==> config.mk <==
export PLATFORM = sky130hd
export DESIGN_NAME = versatile_interface_adapter_top
export DESIGN_NICKNAME = d
export VERILOG_FILES = /design/src/rtl/core/via_pkg.sv /design/src/rtl/core/versatile_interface_adapter_top.sv
export VERILOG_INCLUDE_DIRS = /design/src /design/src/rtl/core
export SDC_FILE = /design/constraint.sdc
export NUM_CORES = 1
export LEC_CHECK = 0
export ABC_AREA = 1
export ABC_CLOCK_PERIOD_IN_PS = 5300
export BUFFER_PORTS_ARGS = -buffer_cell sky130_fd_sc_hd__buf_2
export CAP_MARGIN = 20
export CORE_ASPECT_RATIO = 1.75
export CORE_MARGIN = 4
export CORE_UTILIZATION = 65
export CTS_BUF_LIST = sky130_fd_sc_hd__clkbuf_4 sky130_fd_sc_hd__clkbuf_8 sky130_fd_sc_hd__clkbuf_16
export DETAILED_ROUTE_END_ITERATION = 8
export PLACE_DENSITY = 0.89
export SLEW_MARGIN = 30
export SYNTH_ARGS = -nofsm -noshare
export SYNTH_HDL_FRONTEND = slang
export SYNTH_SLANG_ARGS = --single-unit
==> constraint.sdc <==
create_clock -name clk -period 5.3 [get_ports clk]
set_input_delay 0.53 -clock clk [delete_from_list [all_inputs] [get_ports clk]]
set_output_delay 0.53 -clock clk [all_outputs]
set_load 0.03 [all_outputs]
==> src/rtl/core/versatile_interface_adapter_top_assert.svh <==
// Assertion macros shared by the interface adapter RTL.
`ifndef VERSATILE_INTERFACE_ADAPTER_TOP_ASSERT_SVH
`define VERSATILE_INTERFACE_ADAPTER_TOP_ASSERT_SVH

// Consequent must hold in the same cycle as the antecedent.
`define VIA_ASSERT_NOW(label, ante, cons) \
  label: assert property (@(posedge clk) disable iff (!rst_n) (ante) |-> (cons)) \
    else $error("interface adapter assertion failed");

// Consequent must hold in the cycle after the antecedent.
`define VIA_ASSERT_NEXT(label, ante, cons) \
  label: assert property (@(posedge clk) disable iff (!rst_n) (ante) |=> (cons)) \
    else $error("interface adapter assertion failed");

`endif

==> src/rtl/core/via_pkg.sv <==
// Package with command codes, register map and flag masks of the interface adapter.
`timescale 1ns / 1ps
package via_pkg;

  localparam logic [1:0] CMD_READ  = 2'd0;
  localparam logic [1:0] CMD_WRITE = 2'd1;
  localparam logic [1:0] CMD_TICK  = 2'd2;
  localparam logic [1:0] CMD_CA1   = 2'd3;

  localparam logic [3:0] REG_ORB    = 4'd0;
  localparam logic [3:0] REG_ORA    = 4'd1;
  localparam logic [3:0] REG_DDRB   = 4'd2;
  localparam logic [3:0] REG_DDRA   = 4'd3;
  localparam logic [3:0] REG_T1CL   = 4'd4;
  localparam logic [3:0] REG_T1CH   = 4'd5;
  localparam logic [3:0] REG_T1LL   = 4'd6;
  localparam logic [3:0] REG_T1LH   = 4'd7;
  localparam logic [3:0] REG_T2CL   = 4'd8;
  localparam logic [3:0] REG_T2CH   = 4'd9;
  localparam logic [3:0] REG_SR     = 4'd10;
  localparam logic [3:0] REG_ACR    = 4'd11;
  localparam logic [3:0] REG_PCR    = 4'd12;
  localparam logic [3:0] REG_IFR    = 4'd13;
  localparam logic [3:0] REG_IER    = 4'd14;
  localparam logic [3:0] REG_ORA_NH = 4'd15;

  localparam logic [6:0] FLAG_PORTA = 7'h03;
  localparam logic [6:0] FLAG_CA1   = 7'h02;
  localparam logic [6:0] FLAG_T2    = 7'h20;
  localparam logic [6:0] FLAG_T1    = 7'h40;

  localparam int ACR_PB7_BIT     = 7;
  localparam int ACR_T1_FREE_BIT = 6;
  localparam int PCR_CA1_POS_BIT = 0;

  typedef logic [7:0] byte_t;
  typedef logic [15:0] count_t;
  typedef logic [6:0] irq_bits_t;

  // Port read: driven bits come from the output register, the rest from the pins.
  function automatic byte_t pin_mix(input byte_t outv, input byte_t dir, input byte_t pins);
    pin_mix = (outv & dir) | (pins & ~dir);
  endfunction

endpackage

==> src/rtl/core/versatile_interface_adapter_top.sv <==
// Latency: a word's result is registered at the edge that accepts it and shows the next cycle.
// Throughput: one word per cycle while out_ready holds; every command is handled in a single pass of logic.
// in_ready stays high while the result register is empty or being drained.
// Reset (synchronous, rst_n low) clears every adapter register and the result valid; the result payload is not reset.
// All state changes take effect at the accepting edge, so the next word sees them at once.
`timescale 1ns / 1ps
`include "versatile_interface_adapter_top_assert.svh"
module versatile_interface_adapter_top
  import via_pkg::*;
(
  input  logic       clk,
  input  logic       rst_n,
  input  logic       in_valid,
  output logic       in_ready,
  input  logic [1:0] in_cmd,
  input  logic [3:0] in_reg_index,
  input  logic [7:0] in_write_data,
  input  logic [7:0] in_port_a_pins,
  input  logic [7:0] in_port_b_pins,
  input  logic       in_ca1_level,
  output logic       out_valid,
  input  logic       out_ready,
  output logic [7:0] out_read_data,
  output logic       out_irq_out,
  output logic       out_pb7_toggle
);

  byte_t     out_a_r, out_b_r, dir_a_r, dir_b_r;
  byte_t     out_a_nxt, out_b_nxt, dir_a_nxt, dir_b_nxt;
  count_t    t1_count_r, t1_reload_r, t2_count_r;
  count_t    t1_count_nxt, t1_reload_nxt, t2_count_nxt;
  byte_t     t2_low_r, sr_r, acr_r, pcr_r;
  byte_t     t2_low_nxt, sr_nxt, acr_nxt, pcr_nxt;
  irq_bits_t flags_r, enables_r, flags_nxt, enables_nxt;
  logic      t1_active_r, t2_active_r, pb7_r, ca1_prev_r;
  logic      t1_active_nxt, t2_active_nxt, pb7_nxt, ca1_prev_nxt;
  logic      ca1_fired;

  byte_t     rd_data;
  logic      in_acc;
  logic      out_valid_r;
  byte_t     rd_data_r;
  logic      irq_r, pb7_out_r;

  assign in_ready  = !out_valid_r || out_ready;
  assign in_acc    = in_valid && in_ready;
  assign out_valid = out_valid_r;
  assign out_read_data  = rd_data_r;
  assign out_irq_out    = irq_r;
  assign out_pb7_toggle = pb7_out_r;

  always_comb begin
    out_a_nxt     = out_a_r;
    out_b_nxt     = out_b_r;
    dir_a_nxt     = dir_a_r;
    dir_b_nxt     = dir_b_r;
    t1_count_nxt  = t1_count_r;
    t1_reload_nxt = t1_reload_r;
    t2_count_nxt  = t2_count_r;
    t2_low_nxt    = t2_low_r;
    sr_nxt        = sr_r;
    acr_nxt       = acr_r;
    pcr_nxt       = pcr_r;
    flags_nxt     = flags_r;
    enables_nxt   = enables_r;
    t1_active_nxt = t1_active_r;
    t2_active_nxt = t2_active_r;
    pb7_nxt       = pb7_r;
    ca1_prev_nxt  = ca1_prev_r;
    rd_data       = 8'h00;
    ca1_fired     = 1'b0;

    case (in_cmd)
      CMD_READ: begin
        case (in_reg_index)
          REG_ORB:  rd_data = pin_mix(out_b_r, dir_b_r, in_port_b_pins);
          REG_ORA: begin
            rd_data   = pin_mix(out_a_r, dir_a_r, in_port_a_pins);
            flags_nxt = flags_r & ~FLAG_PORTA;
          end
          REG_DDRB: rd_data = dir_b_r;
          REG_DDRA: rd_data = dir_a_r;
          REG_T1CL: begin
            rd_data   = t1_count_r[7:0];
            flags_nxt = flags_r & ~FLAG_T1;
          end
          REG_T1CH: rd_data = t1_count_r[15:8];
          REG_T1LL: rd_data = t1_reload_r[7:0];
          REG_T1LH: rd_data = t1_reload_r[15:8];
          REG_T2CL: begin
            rd_data   = t2_count_r[7:0];
            flags_nxt = flags_r & ~FLAG_T2;
          end
          REG_T2CH: rd_data = t2_count_r[15:8];
          REG_SR:   rd_data = sr_r;
          REG_ACR:  rd_data = acr_r;
          REG_PCR:  rd_data = pcr_r;
          REG_IFR:  rd_data = {|(flags_r & enables_r), flags_r};
          REG_IER:  rd_data = {1'b1, enables_r};
          default:  rd_data = pin_mix(out_a_r, dir_a_r, in_port_a_pins);
        endcase
      end
      CMD_WRITE: begin
        case (in_reg_index)
          REG_ORB: out_b_nxt = in_write_data;
          REG_ORA: begin
            out_a_nxt = in_write_data;
            flags_nxt = flags_r & ~FLAG_PORTA;
          end
          REG_DDRB: dir_b_nxt = in_write_data;
          REG_DDRA: dir_a_nxt = in_write_data;
          REG_T1CL, REG_T1LL: t1_reload_nxt = {t1_reload_r[15:8], in_write_data};
          REG_T1CH: begin
            t1_reload_nxt = {in_write_data, t1_reload_r[7:0]};
            t1_count_nxt  = {in_write_data, t1_reload_r[7:0]};
            flags_nxt     = flags_r & ~FLAG_T1;
            t1_active_nxt = 1'b1;
          end
          REG_T1LH: t1_reload_nxt = {in_write_data, t1_reload_r[7:0]};
          REG_T2CL: t2_low_nxt = in_write_data;
          REG_T2CH: begin
            t2_count_nxt  = {in_write_data, t2_low_r};
            flags_nxt     = flags_r & ~FLAG_T2;
            t2_active_nxt = 1'b1;
          end
          REG_SR:  sr_nxt  = in_write_data;
          REG_ACR: acr_nxt = in_write_data;
          REG_PCR: pcr_nxt = in_write_data;
          REG_IFR: flags_nxt = flags_r & ~in_write_data[6:0];
          REG_IER: begin
            if (in_write_data[7]) begin
              enables_nxt = enables_r | in_write_data[6:0];
            end else begin
              enables_nxt = enables_r & ~in_write_data[6:0];
            end
          end
          default: out_a_nxt = in_write_data;
        endcase
      end
      CMD_TICK: begin
        // An active timer ticked at zero raises its flag, then reloads (timer 1 free-running) or stops.
        if (t1_active_r) begin
          t1_count_nxt = t1_count_r - 16'd1;
          if (t1_count_r == 16'h0000) begin
            flags_nxt = flags_nxt | FLAG_T1;
            if (acr_r[ACR_PB7_BIT]) begin
              pb7_nxt = !pb7_r;
            end
            if (acr_r[ACR_T1_FREE_BIT]) begin
              t1_count_nxt = t1_reload_r;
            end else begin
              t1_active_nxt = 1'b0;
            end
          end
        end
        if (t2_active_r) begin
          t2_count_nxt = t2_count_r - 16'd1;
          if (t2_count_r == 16'h0000) begin
            flags_nxt     = flags_nxt | FLAG_T2;
            t2_active_nxt = 1'b0;
          end
        end
      end
      default: begin
        if (pcr_r[PCR_CA1_POS_BIT]) begin
          ca1_fired = !ca1_prev_r && in_ca1_level;
        end else begin
          ca1_fired = ca1_prev_r && !in_ca1_level;
        end
        ca1_prev_nxt = in_ca1_level;
        if (ca1_fired) begin
          flags_nxt = flags_r | FLAG_CA1;
        end
      end
    endcase
  end

  always_ff @(posedge clk) begin
    if (!rst_n) begin
      out_a_r     <= '0;
      out_b_r     <= '0;
      dir_a_r     <= '0;
      dir_b_r     <= '0;
      t1_count_r  <= '0;
      t1_reload_r <= '0;
      t2_count_r  <= '0;
      t2_low_r    <= '0;
      sr_r        <= '0;
      acr_r       <= '0;
      pcr_r       <= '0;
      flags_r     <= '0;
      enables_r   <= '0;
      t1_active_r <= 1'b0;
      t2_active_r <= 1'b0;
      pb7_r       <= 1'b0;
      ca1_prev_r  <= 1'b0;
      out_valid_r <= 1'b0;
    end else begin
      if (in_acc) begin
        out_a_r     <= out_a_nxt;
        out_b_r     <= out_b_nxt;
        dir_a_r     <= dir_a_nxt;
        dir_b_r     <= dir_b_nxt;
        t1_count_r  <= t1_count_nxt;
        t1_reload_r <= t1_reload_nxt;
        t2_count_r  <= t2_count_nxt;
        t2_low_r    <= t2_low_nxt;
        sr_r        <= sr_nxt;
        acr_r       <= acr_nxt;
        pcr_r       <= pcr_nxt;
        flags_r     <= flags_nxt;
        enables_r   <= enables_nxt;
        t1_active_r <= t1_active_nxt;
        t2_active_r <= t2_active_nxt;
        pb7_r       <= pb7_nxt;
        ca1_prev_r  <= ca1_prev_nxt;
        out_valid_r <= 1'b1;
      end else if (out_ready) begin
        out_valid_r <= 1'b0;
      end
    end
  end

  // Result word payload; only loaded when a word is accepted.
  always_ff @(posedge clk) begin
    if (in_acc) begin
      rd_data_r <= rd_data;
      irq_r     <= |(flags_nxt & enables_nxt);
      pb7_out_r <= pb7_nxt;
    end
  end

  `VIA_ASSERT_NEXT(a_nonread_zero, in_acc && (in_cmd != CMD_READ), out_read_data == 8'h00)
  `VIA_ASSERT_NOW(a_irq_tracks_state, out_valid_r, out_irq_out == |(flags_r & enables_r))
  `VIA_ASSERT_NOW(a_pb7_tracks_state, out_valid_r, out_pb7_toggle == pb7_r)
  `VIA_ASSERT_NEXT(a_t1_start, in_acc && (in_cmd == CMD_WRITE) && (in_reg_index == REG_T1CH), t1_active_r && !flags_r[6])
  `VIA_ASSERT_NEXT(a_t1_oneshot_stop, in_acc && (in_cmd == CMD_TICK) && t1_active_r && (t1_count_r == 16'h0000) && !acr_r[ACR_T1_FREE_BIT], !t1_active_r && (t1_count_r == 16'hFFFF))

endmodule

==> summary by stage <==
Final layout
The number of filler instances in the final layout is 961. The post-layout utilization of the core is 72.4%. The library cell used most frequently in the layout, excluding fill and tap cells, is sky130_fd_sc_hd__nand2_1. Compared with the post-synthesis result, the final layout area differs by 10.0%. The final layout contains 1169 nets. The number of standard cells in the layout, taps in and fillers out is 1276. The top cell types in the final layout, fill and taps aside, are 221 x sky130_fd_sc_hd__nand2_1, 151 x sky130_fd_sc_hd__o21ai_0, 139 x sky130_fd_sc_hd__a21oi_1. The repair_antennas step left the layout with diodes totalling 0. The ratio of cells with drive above 1 in the final layout is 11.3%.

Worst setup path
The largest individual stage delay along the critical path comes from the cell sky130_fd_sc_hd__o211ai_4. Of all nets on the critical path, the largest fanout is 38. The kind of critical path is primary input to flip-flop.

The required time of the critical path is 5.60 ns. The kind of end point of the critical path is a flip-flop. In this run the critical register-to-register path is captured at t2_count_r[6]. At the worst endpoint, the arrival time is 3.22 ns.

The signal on the critical path passes through buf_2, inv_1, ha_1, buf_4, clkinv_1, o211ai_4, clkinv_2, o21ai_0, a21oi_1. The critical path launch point type is a primary input. For the worst flop-to-flop path, the logic depth is 8. The maximum cell stage delay along the critical path is 0.61 ns. The worst reg-to-reg setup slack is 2.48 ns.

The worst register-to-register path begins at out_valid.

Yosys
Counting every instance in the synthesized netlist gives 1109. For this run, the register share of the synthesized area comes to 38.5%. The synthesized design contains 141 register bits. The synthesized netlist contains 44 unique library cells.

The most used flip-flop cell after synthesis is sky130_fd_sc_hd__dfxtp_1. The post-synthesis net count is 1150. Dividing the synthesized area by the synthesized cell count gives 6.84 um2. The Yosys step of the flow raised 0 warnings. The proportion of register bits with asynchronous set or reset after synthesis is 0%.

The synthesized design contains 10 enable-type register cells. The cell area that synthesis handed to floorplanning was 0.00758 mm2.

Clocking
The total of hold buffers inserted after clock tree synthesis is 0. The post-CTS setup buffer count is 0. The sink count of the clock tree is 141. The H-tree depth is 4.

The buffer type at the clock tree root is sky130_fd_sc_hd__clkbuf_16. The clock latency on the worst-skew pair is 0.43 ns. The clock slew seen by the registers of the worst setup and hold paths is 0.06 ns. The quantity of gates resized following cts is 0.

In this run the deepest clock path goes through 2 buffers. TritonCTS created 17 clock buffers. TritonCTS built the clock tree.

Power and ir drop
In this run the power density over the cells is 324 mW/mm2. The worst-case IR drop observed on VDD is 249 uV. The analysis attributes to cell leakage a power of 0.00361 uW.

Route
In this run the remaining antenna-violating nets after routing total 0. The DRC marker count from the first detailed-route iteration is 1217. The number of vias after detailed routing is 8087. The via-per-instance ratio is 6.34.

The first-pass iteration count of the detailed router is 7. The final wirelength is 27100 um. The post-route DRC violation count is 0. After detailed routing, the average wire length per cell comes to 21.2 um.

Place
The count of port buffers added during placement is 46. Routability-driven placement finished with a final weighted congestion of 1.03. The wire-length estimate of the detail-placed layout is 19100 um. Once placement completed, the tool counted placed cells totaling 1244.

Die
The count of boundary I/O pins is 47. After floorplanning, the core was sized to cover 0.0115 mm2. The effective utilization at floorplan is 65.9%.

The die outline height is 151 um. The die outline area is 0.0135 mm2. Measured along the x axis, the die boundary spans 89.7 um. The initialized floorplan defines 52 standard-cell rows.

Global routing
Entering global routing, the biggest net connects 74 pins. The initial antenna violation count was 0. The via count of the first global-routing pass was 7503. The met2 layer usage reported by global route is 65.3%. The met3 usage in global routing is 8.11%. The total global routing track utilization is 41.6%.

For this run, global-route usage on met1 was measured as 49.2%. Global routing finished with a remaining overflow of 0. met2 is the most crowded layer. The first-pass GRT wire length is 41500 um.

STA
Dividing the final minimum period by the clock period gives 55.2%. For this run, the top clock speed supported by timing is 342 MHz. The number of endpoints with negative hold slack in the final report is 0.

Headroom to the max-slew limit came out at 39.9%. The minimum period implied by the final worst setup slack is 2.93 ns. The count of pins over their slew limit is 0. Summed over all failing endpoints, the final setup total negative slack is 0 ns. The hold slack is 0.405 ns. Setup repair after global routing left no endpoint under its margin. The worst clock skew is 0.00716 ns. The transition time at the pin with the least slew margin is 0.897 ns. Setup violations remaining at the end of the flow were counted as 0.

Job
Max-cap violations in this run came to 0.

Worst hold path
The tightest min-delay check is of the primary input to flip-flop type. The endpoint of the worst hold-timing path is out_valid. In this run the most critical hold path is launched from out_ready. The worst hold path was traced through 4 stages.

Outcome
The run finished with clean final reports.
## cell families after synthesis
group / after synthesis / synth area share, %
fa+ha+maj: 6 / 0.990
flops: 141 / 38.5
simple gates: 421 / 23.8
compound gates: 339 / 24.1
mux: 8 / 1.17
buf+inv: 175 / 9.27
xor+xnor: 19 / 2.19
## per-layer routing
| metal | vias up | wire length (um) |
|---|---|---|
| li1 | 3725 | - |
| met1 | 3633 | 9160 |
| met2 | 558 | 12700 |
| met3 | 171 | 2760 |
| met4 | 0 | 2480 |
| met5 | - | 0 |
## registers in the layout (all words and copies together) (netlist names), 7 cells and up
signal,count
t1_count_r,16
t1_reload_r,16
t2_count_r,16
acr_r,8
dir_a_r,8
dir_b_r,8
out_a_r,8
out_b_r,8
out_read_data,8
pcr_r,8
sr_r,8
t2_low_r,8
enables_r,7
flags_r,7
## worst max-delay path, delay by kind of cell
family | cells | cell delay [ns]
adders and majority gates | 1 | 0.14
AOI/OAI and AO/OA | 3 | 1.07
buffers and inverters | 5 | 1.45
## power breakdown
group / switching, uW / internal, uW / total [uW] / leakage (uW)
Sequential: 29.8 / 1110 / 1140 / 0.00116
Combinational: 282 / 117 / 399 / 0.00218
Clock: 494 / 671 / 1160 / 0.000274
## synth_stat cells (11+ instances only)
library cell,count,share of area (%)
sky130_fd_sc_hd__nor2_1,100,4.9
sky130_fd_sc_hd__nand2_1,221,11
sky130_fd_sc_hd__dfxtp_1,131,35
sky130_fd_sc_hd__clkbuf_1,32,1.6
sky130_fd_sc_hd__a21oi_1,139,9.2
sky130_fd_sc_hd__xor2_1,16,1.8
sky130_fd_sc_hd__nand4_1,11,0.91
sky130_fd_sc_hd__o211ai_1,15,1.5
sky130_fd_sc_hd__nand3_1,46,3.0
sky130_fd_sc_hd__o21ai_0,151,10
sky130_fd_sc_hd__nor2_2,14,1.2
sky130_fd_sc_hd__inv_1,116,5.7
## how the worst max path moves through the flow
| stage | startpoint | to | slack [ns] |
|---|---|---|---|
| floorplan | out_ready | out_irq_out | 3.08 |
| global placement | in_cmd[0] | t1_count_r[2] | 2.17 |
| detailed placement | in_cmd[0] | t1_count_r[2] | 2.14 |
| CTS | in_cmd[0] | t1_count_r[9] | 2.45 |
| global route | in_cmd[0] | t1_count_r[9] | 2.18 |
| finish | in_cmd[0] | t1_count_r[9] | 2.37 |
## per-stage QoR
stage	cell area [um2]	worst slack (ns)	power, uW
detailed placement	7780	2.14	1540
floorplan	7580	3.08	1430
CTS	8340	2.45	2670
global placement	7780	2.17	1530
global route	8340	2.18	2780
finish	8340	2.37	2700
## final cells by class
class                   count  area [um2]  area share (%)
multi-input cells         793        3960            47.5
inverters                 127         480            5.76
flip-flops and latches    141        2920            35.0
clock buffers              20         454            5.44
repair buffers             48         245            2.94
clock inverters            12         113            1.35
well taps                 135         169            2.02
Note: power is estimated with default switching activity, not from simulation.
